===== config.mk =====
export PLATFORM = sky130hd
export DESIGN_NAME = salc_back
export DESIGN_NICKNAME = d
export VERILOG_FILES = /design/src/design/salc_pkg.sv /design/src/design/salc_back.sv
export VERILOG_INCLUDE_DIRS = /design/src /design/src/design
export SDC_FILE = /design/constraint.sdc
export NUM_CORES = 2
export LEC_CHECK = 0
export ABC_AREA = 0
export BUFFER_PORTS_ARGS = -buffer_cell sky130_fd_sc_hd__buf_2
export CAP_MARGIN = 0
export CORE_AREA = 2 2 682 684
export CTS_CLUSTER_DIAMETER = 80
export DETAILED_ROUTE_END_ITERATION = 7
export DIE_AREA = 0 0 684 686
export GPL_TIMING_DRIVEN = 0
export PLACE_DENSITY_LB_ADDON = 0.08
export SYNTH_ARGS = -nofsm -noshare
export SYNTH_HDL_FRONTEND = slang
export SYNTH_SLANG_ARGS = --single-unit

===== constraint.sdc =====
create_clock -name clk -period 10 [get_ports clk]
set_clock_uncertainty 0.05 [all_clocks]
set_input_delay 2.5 -clock clk [delete_from_list [all_inputs] [get_ports clk]]
set_output_delay 2.5 -clock clk [all_outputs]
set_load 0.01 [all_outputs]

===== src/design/set_assoc_lru_cache_model_macros.svh =====
// Assertion macros shared by the cache model RTL.
`ifndef SET_ASSOC_LRU_CACHE_MODEL_MACROS_SVH
`define SET_ASSOC_LRU_CACHE_MODEL_MACROS_SVH

`ifndef SYNTHESIS
// same-cycle implication
`define SALC_ASSERT_IMPL(label, clk, rst, ante, cons) \
  label: assert property (@(posedge clk) disable iff (rst) (ante) |-> (cons)) \
    else $error("same-cycle check failed");
// next-cycle implication
`define SALC_ASSERT_NEXT(label, clk, rst, ante, cons) \
  label: assert property (@(posedge clk) disable iff (rst) (ante) |=> (cons)) \
    else $error("next-cycle check failed");
`else
`define SALC_ASSERT_IMPL(label, clk, rst, ante, cons)
`define SALC_ASSERT_NEXT(label, clk, rst, ante, cons)
`endif

`endif


===== src/design/salc_pkg.sv =====
// Types, constants and defaults for the set-associative LRU cache model.
package salc_pkg;

  localparam int DEF_MAX_SET_BITS  = 6;
  localparam int DEF_MAX_WAYS      = 8;
  localparam int DEF_ADDRESS_WIDTH = 64;

  localparam int BLOCK_BITS_MAX = 32;
  localparam int COUNT_W        = 32;
  localparam int STAMP_W        = 32;
  localparam int QUEUE_DEPTH    = 2;

  localparam int CFG_IDX_W  = 2;
  localparam int CFG_DATA_W = 6;

  localparam logic [CFG_IDX_W-1:0] REG_SET_BITS    = 2'd0;
  localparam logic [CFG_IDX_W-1:0] REG_BLOCK_BITS  = 2'd1;
  localparam logic [CFG_IDX_W-1:0] REG_WAYS_IN_USE = 2'd2;

  typedef enum logic [1:0] {
    OP_FETCH  = 2'd0,
    OP_LOAD   = 2'd1,
    OP_STORE  = 2'd2,
    OP_MODIFY = 2'd3
  } opcode_t;

  typedef enum logic [2:0] {
    B_CLEAR,
    B_IDLE,
    B_EVAL,
    B_WRITE
  } back_state_t;

endpackage


===== src/design/salc_back.sv =====
// Back part: per-set read-modify-write lookup, LRU victim choice and counters.
`include "set_assoc_lru_cache_model_macros.svh"

module salc_back #(
  parameter int MAX_SET_BITS  = 6,
  parameter int MAX_WAYS      = 8,
  parameter int ADDRESS_WIDTH = 64,
  localparam int SET_W     = (MAX_SET_BITS > 0) ? MAX_SET_BITS : 1,
  localparam int WAY_CNT_W = $clog2(MAX_WAYS + 1),
  localparam int ENTRY_W   = 2 + SET_W + ADDRESS_WIDTH,
  localparam int ENT_W     = 1 + ADDRESS_WIDTH + salc_pkg::STAMP_W,
  localparam int ROW_W     = MAX_WAYS * ENT_W
) (
  input  logic                            clk,
  input  logic                            rst,
  input  logic [WAY_CNT_W-1:0]            ways,
  input  logic                            q_empty,
  input  logic [ENTRY_W-1:0]              q_head,
  output logic                            q_pop,
  output logic                            clearing,
  output logic                            rd_en,
  output logic [SET_W-1:0]                rd_addr,
  input  logic [ROW_W-1:0]                rd_data,
  output logic                            wr_en,
  output logic [SET_W-1:0]                wr_addr,
  output logic [ROW_W-1:0]                wr_data,
  output logic                            done,
  output logic                            first_hit,
  output logic                            first_evicted,
  output logic                            second_done,
  output logic                            second_hit,
  output logic [salc_pkg::COUNT_W-1:0]    total_hits,
  output logic [salc_pkg::COUNT_W-1:0]    total_misses,
  output logic [salc_pkg::COUNT_W-1:0]    total_evictions
);
  import salc_pkg::*;

  localparam int WAY_W  = (MAX_WAYS > 1) ? $clog2(MAX_WAYS) : 1;
  localparam int TREE_N = 2 ** WAY_W;
  localparam logic [SET_W-1:0] LAST_ROW = SET_W'((2 ** MAX_SET_BITS) - 1);

  back_state_t state, state_next;
  logic [SET_W-1:0]         clr_idx, clr_idx_next;
  logic [STAMP_W-1:0]       access_clock, access_clock_next;
  logic [COUNT_W-1:0]       hits_next, misses_next, evicts_next;
  logic                     done_next;
  logic                     fh_next, fe_next, sd_next, sh_next;

  opcode_t                  cur_op;
  logic [SET_W-1:0]         cur_set;
  logic [ADDRESS_WIDTH-1:0] cur_tag;
  logic                     load_cur;
  logic                     ev_hit, ev_evict;
  logic [WAY_W-1:0]         ev_way;

  opcode_t                  head_op;
  logic [SET_W-1:0]         head_set;
  logic [ADDRESS_WIDTH-1:0] head_tag;

  logic                     eval_found, eval_hit;
  logic [WAY_W-1:0]         eval_way;
  logic [STAMP_W:0]         key  [TREE_N];
  logic [WAY_W-1:0]         kidx [TREE_N];

  logic                     is_mod;
  logic [STAMP_W-1:0]       new_stamp;
  logic [ROW_W-1:0]         upd_row;

  function automatic logic [COUNT_W-1:0] sat_add(input logic [COUNT_W-1:0] v,
                                                 input logic [1:0] inc);
    logic [COUNT_W:0] sum;
    sum = {1'b0, v} + (COUNT_W + 1)'(inc);
    return sum[COUNT_W] ? '1 : sum[COUNT_W-1:0];
  endfunction

  assign head_op  = opcode_t'(q_head[ENTRY_W-1 -: 2]);
  assign head_set = q_head[ADDRESS_WIDTH +: SET_W];
  assign head_tag = q_head[ADDRESS_WIDTH-1:0];

  // Scan: first in-use way that is empty or matches; else LRU by stamp tree.
  always_comb begin
    logic                     v;
    logic [ADDRESS_WIDTH-1:0] t;
    logic                     in_use;
    eval_found = 1'b0;
    eval_hit   = 1'b0;
    eval_way   = '0;
    for (int w = 0; w < TREE_N; w++) begin
      key[w]  = '1;
      kidx[w] = WAY_W'(w);
    end
    for (int w = MAX_WAYS - 1; w >= 0; w--) begin
      v      = rd_data[w*ENT_W + ENT_W - 1];
      t      = rd_data[w*ENT_W + STAMP_W +: ADDRESS_WIDTH];
      in_use = (WAY_CNT_W'(w) < ways);
      key[w] = {~in_use, rd_data[w*ENT_W +: STAMP_W]};
      if (in_use && (!v || t == cur_tag)) begin
        eval_found = 1'b1;
        eval_hit   = v;
        eval_way   = WAY_W'(w);
      end
    end
    // ties keep the lower way
    for (int lv = 0; lv < WAY_W; lv++) begin
      for (int i = 0; i < (TREE_N >> (lv + 1)); i++) begin
        if (key[2*i+1] < key[2*i]) begin
          key[i]  = key[2*i+1];
          kidx[i] = kidx[2*i+1];
        end else begin
          key[i]  = key[2*i];
          kidx[i] = kidx[2*i];
        end
      end
    end
    if (!eval_found) begin
      eval_way = kidx[0];
    end
  end

  // A modify's second lookup always hits the way the first one left.
  assign is_mod    = (cur_op == OP_MODIFY);
  assign new_stamp = access_clock + (is_mod ? STAMP_W'(2) : STAMP_W'(1));

  always_comb begin
    upd_row = rd_data;
    for (int w = 0; w < MAX_WAYS; w++) begin
      if (WAY_W'(w) == ev_way) begin
        upd_row[w*ENT_W +: ENT_W] = {1'b1, cur_tag, new_stamp};
      end
    end
  end

  always_comb begin
    state_next        = state;
    clr_idx_next      = clr_idx;
    access_clock_next = access_clock;
    hits_next         = total_hits;
    misses_next       = total_misses;
    evicts_next       = total_evictions;
    done_next         = 1'b0;
    fh_next           = first_hit;
    fe_next           = first_evicted;
    sd_next           = second_done;
    sh_next           = second_hit;
    q_pop             = 1'b0;
    load_cur          = 1'b0;
    rd_en             = 1'b0;
    rd_addr           = head_set;
    wr_en             = 1'b0;
    wr_addr           = cur_set;
    wr_data           = upd_row;
    case (state)
      B_CLEAR: begin
        wr_en   = 1'b1;
        wr_addr = clr_idx;
        wr_data = '0;
        if (clr_idx == LAST_ROW) begin
          state_next = B_IDLE;
        end else begin
          clr_idx_next = clr_idx + 1'b1;
        end
      end
      B_IDLE: begin
        if (!q_empty) begin
          q_pop    = 1'b1;
          load_cur = 1'b1;
          if (head_op == OP_FETCH) begin
            done_next = 1'b1;
            fh_next   = 1'b0;
            fe_next   = 1'b0;
            sd_next   = 1'b0;
            sh_next   = 1'b0;
          end else begin
            rd_en      = 1'b1;
            state_next = B_EVAL;
          end
        end
      end
      B_EVAL: begin
        state_next = B_WRITE;
      end
      B_WRITE: begin
        wr_en             = 1'b1;
        done_next         = 1'b1;
        fh_next           = ev_hit;
        fe_next           = ev_evict;
        sd_next           = is_mod;
        sh_next           = is_mod;
        access_clock_next = new_stamp;
        hits_next   = sat_add(total_hits, {1'b0, ev_hit} + {1'b0, is_mod});
        misses_next = sat_add(total_misses, {1'b0, ~ev_hit});
        evicts_next = sat_add(total_evictions, {1'b0, ev_evict});
        state_next  = B_IDLE;
      end
      default: begin
        state_next = B_IDLE;
      end
    endcase
  end

  always_ff @(posedge clk) begin
    if (rst) begin
      state           <= B_CLEAR;
      clr_idx         <= '0;
      access_clock    <= '0;
      total_hits      <= '0;
      total_misses    <= '0;
      total_evictions <= '0;
      done            <= 1'b0;
    end else begin
      state           <= state_next;
      clr_idx         <= clr_idx_next;
      access_clock    <= access_clock_next;
      total_hits      <= hits_next;
      total_misses    <= misses_next;
      total_evictions <= evicts_next;
      done            <= done_next;
    end
  end

  always_ff @(posedge clk) begin
    first_hit     <= fh_next;
    first_evicted <= fe_next;
    second_done   <= sd_next;
    second_hit    <= sh_next;
    if (load_cur) begin
      cur_op  <= head_op;
      cur_set <= head_set;
      cur_tag <= head_tag;
    end
    if (state == B_EVAL) begin
      ev_hit   <= eval_hit;
      ev_evict <= !eval_found;
      ev_way   <= eval_way;
    end
  end

  assign clearing = (state == B_CLEAR);

  `SALC_ASSERT_NEXT(a_eval_then_write, clk, rst, state == B_EVAL, state == B_WRITE)
  `SALC_ASSERT_NEXT(a_write_gives_item, clk, rst, state == B_WRITE, done)
  `SALC_ASSERT_IMPL(a_second_always_hits, clk, rst, done && second_done, second_hit)
  `SALC_ASSERT_IMPL(a_hit_not_evicted, clk, rst, done && first_hit, !first_evicted)

endmodule


== Word level (Yosys, flattened, before mapping) ==
Index checks and enable logic that the tools add are counted.

* Output and inout port bits: 893
* ROM bits: 0
* Word-level logic and storage cells: 174
* Bits in latches: 0
* Input port bits: 855
* Bits in registers: 218
* RAM bits: 0
* Memories: 0

* Multiply operators: 0
* Reduce and logical (&&, ||, !) cells: 33
* Add/sub/neg operators: 6
* Bitwise logic cells: 10
* Muxes and demuxes: 70
* Divide/modulo/power cells: 0
* Order comparisons: 15
* Equality and inequality tests: 24
* Shifts and indexed selects: 0

{| class="wikitable"
|+ Operator list
! kind !! count
|-
| 776-bit two-way mux || 1
|-
| 97-bit two-way mux || 8
|-
| 64-bit == test || 8
|-
| 33-bit less-than comparator || 7
|-
| 33-bit two-way mux || 6
|-
| 32-bit two-way mux || 3
|-
| 32-bit by 1-bit adder with 33-bit output || 2
|-
| 3-bit two-way mux || 15
|-
| 32-bit by 2-bit adder with 33-bit output || 1
|-
| 32-bit by 2-bit adder with 32-bit output || 1
|-
| 1-bit two-way mux || 30
|-
| 3-bit by 4-bit less-than comparator with 1-bit output (first input constant) || 4
|-
| 3-bit == test (first input constant) || 4
|-
| 1-bit NOT || 10
|-
| 1-bit logical NOT || 9
|-
| 3-bit case mux with 3 select lines || 1
|-
| 1-bit logical AND || 8
|-
| 1-bit logical OR || 8
|-
| 1-bit by 4-bit less-than comparator with 1-bit output (first input constant) || 2
|-
| 2-bit by 4-bit less-than comparator with 1-bit output (first input constant) || 2
|-
| 1-bit case mux with 2 select lines || 4
|-
| 6-bit by 1-bit adder with 6-bit output (second input constant) || 1
|-
| 2-bit by 3-bit == test with 1-bit output (first input constant) || 2
|-
| 3-bit by 2-bit == test with 1-bit output (second input constant) || 2
|-
| other kinds (15) || 19
|}

== Logic depth before layout (Yosys ltp) ==
* Word-level depth: 12
* Gate-level depth with buffers: 36
* Depth with buffers taken out: 31

== Least setup slack after synthesis ==
OpenSTA, ideal clock, no wires.

* Path type: input to register
* Start point: in ways[3]
* End point: reg ev_way[0] (data pin)
* Buffers on the path: 5
* Data required time: 9695 ps
* Stages: 34
* Arrival time: 9125 ps
* Path slack: 569 ps
* Cells stage by stage: buf_2 -> nor4_1 -> inv_1 -> ha_1 -> nand4_1 -> nor4_1 -> a221oi_1 -> o21ai_0 -> nor2_1 -> clkbuf_1 -> clkbuf_1 -> o21a_1 -> inv_1 -> ha_1 -> nand4_1 -> or4_1 -> nor4_1 -> o221ai_1 -> o2111ai_1 -> buf_2 -> buf_1 -> nand2_1 -> o21ai_0 -> ha_1 -> a21o_1 -> a21o_1 -> a21o_1 -> a21oi_1 -> o21bai_1 -> a41o_1 -> a21oi_1 -> o21ai_1 -> a221o_1 -> a31o_1

* Word-level cells in the longest chain between the ends: 11

{| class="wikitable"
|+ RTL lines
! element !! RTL line !! text
|-
| start, declared || salc_back.sv:16 || <nowiki>input logic [WAY_CNT_W-1:0] ways,</nowiki>
|-
| branches (longest 10 deep; another with 33-bit less-than comparator) || -- ||
|-
| 3-bit two-way mux * || salc_back.sv:115 || <nowiki>if (!eval_found) begin</nowiki>
|-
| named net eval_way[0] || salc_back.sv:61 || <nowiki>logic [WAY_W-1:0] eval_way;</nowiki>
|-
| end signal, assigned || salc_back.sv:234 || <nowiki>ev_way <= eval_way;</nowiki>
|-
| end, declared || salc_back.sv:54 || <nowiki>logic [WAY_W-1:0] ev_way;</nowiki>
|}

Mark *: on every way through the listed nets, which the timed path passes.
A chain may end at the register's enable or synchronous reset.

== Worst setup path after layout ==
* Start point: in ways[2]
* End point: reg ev_way[0] (data pin)

The elaborated chain is that of the path after synthesis.

==> results list <==
- The flow ran to the end, but the final reports show violations.
* Violated checks: max-capacitance violations, max-slew violations
- For this run, design rule violations remaining after detail routing come to 0.
* Avg Inst Size Synth: approximately 6.4 sq um
- Endpoint of the most critical register-to-register path: ev_hit
- Maximum net fanout on the critical path: 10
- CP bufs+invs: 10
- Most instantiated flip-flop cell in the synthesis netlist: sky130_fd_sc_hd__dfxtp_1
- For the worst flop-to-flop path, the logic depth is 11.
- STA classifies the critical path endpoint as a register.
- Setup slack of the worst register-to-register path: 3.59 ns
* Top Ports: approximately 1700
* Capturing instance or port of the critical path: ev_way[0]
- Post-DP HPWL: 519 mm
- Cells after synthesis: 5206
- For the pin with the worst max-slew slack, the measured transition is 1.56 ns.
- Grt ovf: 0
* Max-capacitance violation count: 3
- Final number of hold-violating endpoints: 0
* CTS Root Buffer Type: sky130_fd_sc_hd__clkbuf_16
* Post-synthesis sequential area ratio: 15.5%
- In this run the number of cells on the critical path is 37.
- The die covers 0.469 sq mm.
* Number of I/O port buffers: 1745
* Number of flops mapped to enable cells by yosys: 80
- Buffers inserted during clock tree synthesis total 44.
- Yosys printed 0 warnings.
- Most used cells in the layout excluding fill and tap cells: 1777 x sky130_fd_sc_hd__buf_2, 1246 x sky130_fd_sc_hd__nand2_1, 789 x sky130_fd_sc_hd__a21oi_1
- The routed design could run at a clock period as short as 9.87 ns.
* Clock transition time at the flip-flop clock pins of the worst setup and hold paths: 0.06 ns
- Final layout net count: 8198
* Total wire length: 578 mm
- DIE WIDTH: just under 700 um
- The via count of the first global-routing pass came to 49076.
- STA classifies the critical path startpoint as an input pin.
- Counting flops and latches in the post-synthesis netlist gives 217.
* Total number of vias: between 50000 and 60000
* Most frequent standard cell in the layout excluding fill and tap cells: sky130_fd_sc_hd__buf_2
* Max stage delay cell, worst path: sky130_fd_sc_hd__o21ai_0
* Global-route wire length before repair: a little under 700 mm
- Delay contributed by the slowest stage of the critical path: 0.49 ns
- Cell Area, Synth: 0.0333 sq mm
- The worst pin sits at a relative slew slack of -4.27%.
* Fraction of layout instances using a drive strength above 1: about a third
* Worst skew pair latency: approximately 0.7 ns
* Signed area change from the synthesized netlist to the final layout: 62.8%
* Class of the tightest hold or removal check: reg2reg
* Worst Path Class, Setup: in2reg
- Vias per std cell: 3.81
- In this run the remaining antenna-violating nets after routing total 0.
- TritonCTS clock tree: built
- Data required time of the worst path: 10.38 ns
- Starting utilization of the core area: 7.21%
- Post-route fraction of the period consumed by the critical path: 98.7%
* Pwr dens: 86.7 mW/mm^2
- Setup repair after global routing could not meet its margin everywhere.
* Synth unique cells: 77
* Hold-fix buffer count after cts: 0
- In this run the core area contains 250 standard-cell rows.
- Clock sink count: 217
- Reg-to-reg startpoint: cur_tag[0]
* Clock tree buffer depth: 3
- Nets in the synthesized netlist: about 6300
- In this design, the largest share of critical-path delay is due to compound AO/OA/AOI/OAI gates.
- DRC violation total after the first TritonRoute iteration: 4736
* Library cell appearing most often on the critical path: sky130_fd_sc_hd__buf_6
- The initial antenna violation count was 249.
- Weighted congestion at the end of routability-driven global placement: 0.944
- WP data arrival: 10.26 ns
- Worst-case vdd ir drop: 0.124 mV
- Setup violations remaining at the end of the flow were counted as 0.
* Proportion of synthesized flip-flops having asynchronous set or reset: 0%
- Average wire per standard cell: 43.2 um
* Total Routing Usage GR: 23.6%
* Number of max-slew violations in the final report: 20
- The floorplan step set the die height to 686 um.
- H-tree lvl count: 2
- Startpoint of the worst setup timing path: ways[2]
- For this design the static power due to leakage is 23.3 nW.
- First drt pass iteration count: 6
- Entering global routing, the biggest net connects 21 pins.
* Area of the core region: 0.462 sq mm
* Hold_sp: total_misses[0]
- For this run, the top clock speed supported by timing is roughly 100 MHz.
- Across all hold checks on the routed design, the worst slack comes to 0.450 ns.
- Final design utilization: 11.7%
[synth_stat cells, types with 9 or more instances]
cell type | n | area (sq um)
sky130_fd_sc_hd__nand4_1 | 171 | 1070
sky130_fd_sc_hd__buf_1 | 47 | 176
sky130_fd_sc_hd__edfxtp_1 | 80 | 2400
sky130_fd_sc_hd__o21ai_0 | 95 | 475
sky130_fd_sc_hd__a211oi_2 | 16 | 200
sky130_fd_sc_hd__a211oi_1 | 237 | 1780
sky130_fd_sc_hd__a21o_1 | 20 | 150
sky130_fd_sc_hd__ha_1 | 236 | 2950
sky130_fd_sc_hd__nor4_1 | 58 | 363
sky130_fd_sc_hd__and3_1 | 29 | 181
sky130_fd_sc_hd__nor3_1 | 26 | 130
sky130_fd_sc_hd__clkbuf_1 | 403 | 1510
sky130_fd_sc_hd__inv_1 | 162 | 608
sky130_fd_sc_hd__nor2_1 | 480 | 1800
sky130_fd_sc_hd__xnor2_1 | 459 | 4020
sky130_fd_sc_hd__and4_1 | 13 | 114
sky130_fd_sc_hd__dfxtp_1 | 137 | 2740
sky130_fd_sc_hd__mux2i_1 | 10 | 100
sky130_fd_sc_hd__nand2_1 | 1246 | 4680
sky130_fd_sc_hd__a21oi_1 | 805 | 4030
sky130_fd_sc_hd__nand2b_1 | 9 | 56.3
sky130_fd_sc_hd__nand3_1 | 85 | 425
sky130_fd_sc_hd__xor2_1 | 186 | 1630
sky130_fd_sc_hd__o21ai_1 | 10 | 50.1
sky130_fd_sc_hd__and2_1 | 11 | 68.8
sky130_fd_sc_hd__mux2_2 | 37 | 417
[cells by family after synthesis]
logic type                 after synthesis  share of synthesized area [%]
adders and majority gates              238                           8.99
AOI/OAI and AO/OA                     1254                           21.9
buffers and inverters                  630                           7.22
and+or+nand+nor                       2172                           27.8
DFF                                    217                           15.5
muxes                                   48                           1.59
xor gates and xnor gates               647                           17.1
[sequential cells by signal, summed over array words and instances (netlist names), 2 cells and up]
register,count
cur_tag,64
access_clock,32
total_evictions,32
total_hits,32
total_misses,32
clr_idx,6
cur_set,6
ev_way,3
cur_op,2
state,2
[through the flow]
stage | setup WS (ns) | total power (W) | TNS (ns) | instance area, sq um | std cells
2_1_floorplan | 0.569 | 0.00180 | 0 | 33300 | 5206
3_3_place_gp | -5.36 | 0.00301 | -188.29 | 49800 | 13125
3_5_place_dp | -4.38 | 0.00300 | -12.42 | 52000 | 13215
4_1_cts | 0.0383 | 0.00477 | 0 | 53800 | 13297
5_1_grt | -0.0596 | 0.00494 | -0.0631 | 54100 | 13321
6_report | 0.126 | 0.00470 | 0 | 54200 | 13369
[how the worst min path moves through the flow]
stage,end,slack [ns],cells after the start
after global placement,access_clock[0],0.44,2
after CTS,total_misses[0],0.45,2
after detailed placement,total_misses[0],0.44,2
after floorplan,access_clock[0],0.42,2
after global routing,total_misses[0],0.47,2
final,total_misses[0],0.45,2
[report_power, final]
group | leakage (nW) | total [W] | switching [W] | internal [W]
registers | 1.82 | 0.000924 | 0.00000329 | 0.000921
logic | 20.8 | 0.00214 | 0.00149 | 0.000657
clock network | 0.710 | 0.00163 | 0.000689 | 0.000945
total | 23.3 | 0.00470 | 0.00218 | 0.00252
[metal layers]
layer	part of all wire [%]	track usage (%)	vias to the layer above
met5	0.063	0	-
met4	3.6	6.57	56
met3	5.5	4.05	603
met2	50	42.3	2576
met1	41	28.6	26030
li1	-	-	21648
[cell type report]
cell class              count  area (sq um)
fillers                 54556        408000
multi-input cells        4360         26400
repair buffers           1853         10700
well taps                6174          7720
flip-flops and latches    217          5140
plain buffers             465          2060
clock buffers              54          1210
inverters                 164           616
clock inverters            21           283
diodes                     61           153
[worst reg2reg max path, cell delays in order (launching register included)]
cell,delay [ns]
sky130_fd_sc_hd__edfxtp_1,0.35
sky130_fd_sc_hd__clkbuf_1,0.48
sky130_fd_sc_hd__xnor2_1,0.97
sky130_fd_sc_hd__nand4_1,0.81
sky130_fd_sc_hd__nor4_1,1.08
sky130_fd_sc_hd__nand4_1,0.89
sky130_fd_sc_hd__a21oi_1,0.51
sky130_fd_sc_hd__and3_1,0.22
sky130_fd_sc_hd__o31ai_1,0.07
sky130_fd_sc_hd__a311o_1,0.33
sky130_fd_sc_hd__a31oi_1,0.18
sky130_fd_sc_hd__o22a_1,0.29
[what timing repair did]
item,4_1_cts,5_1_grt
cloned,0,2
pin swaps,8,10
endpoints found under the setup margin,3,3
buffers inserted,8,9
gates resized for setup,87,57
(Power assumes the default switching activity.)
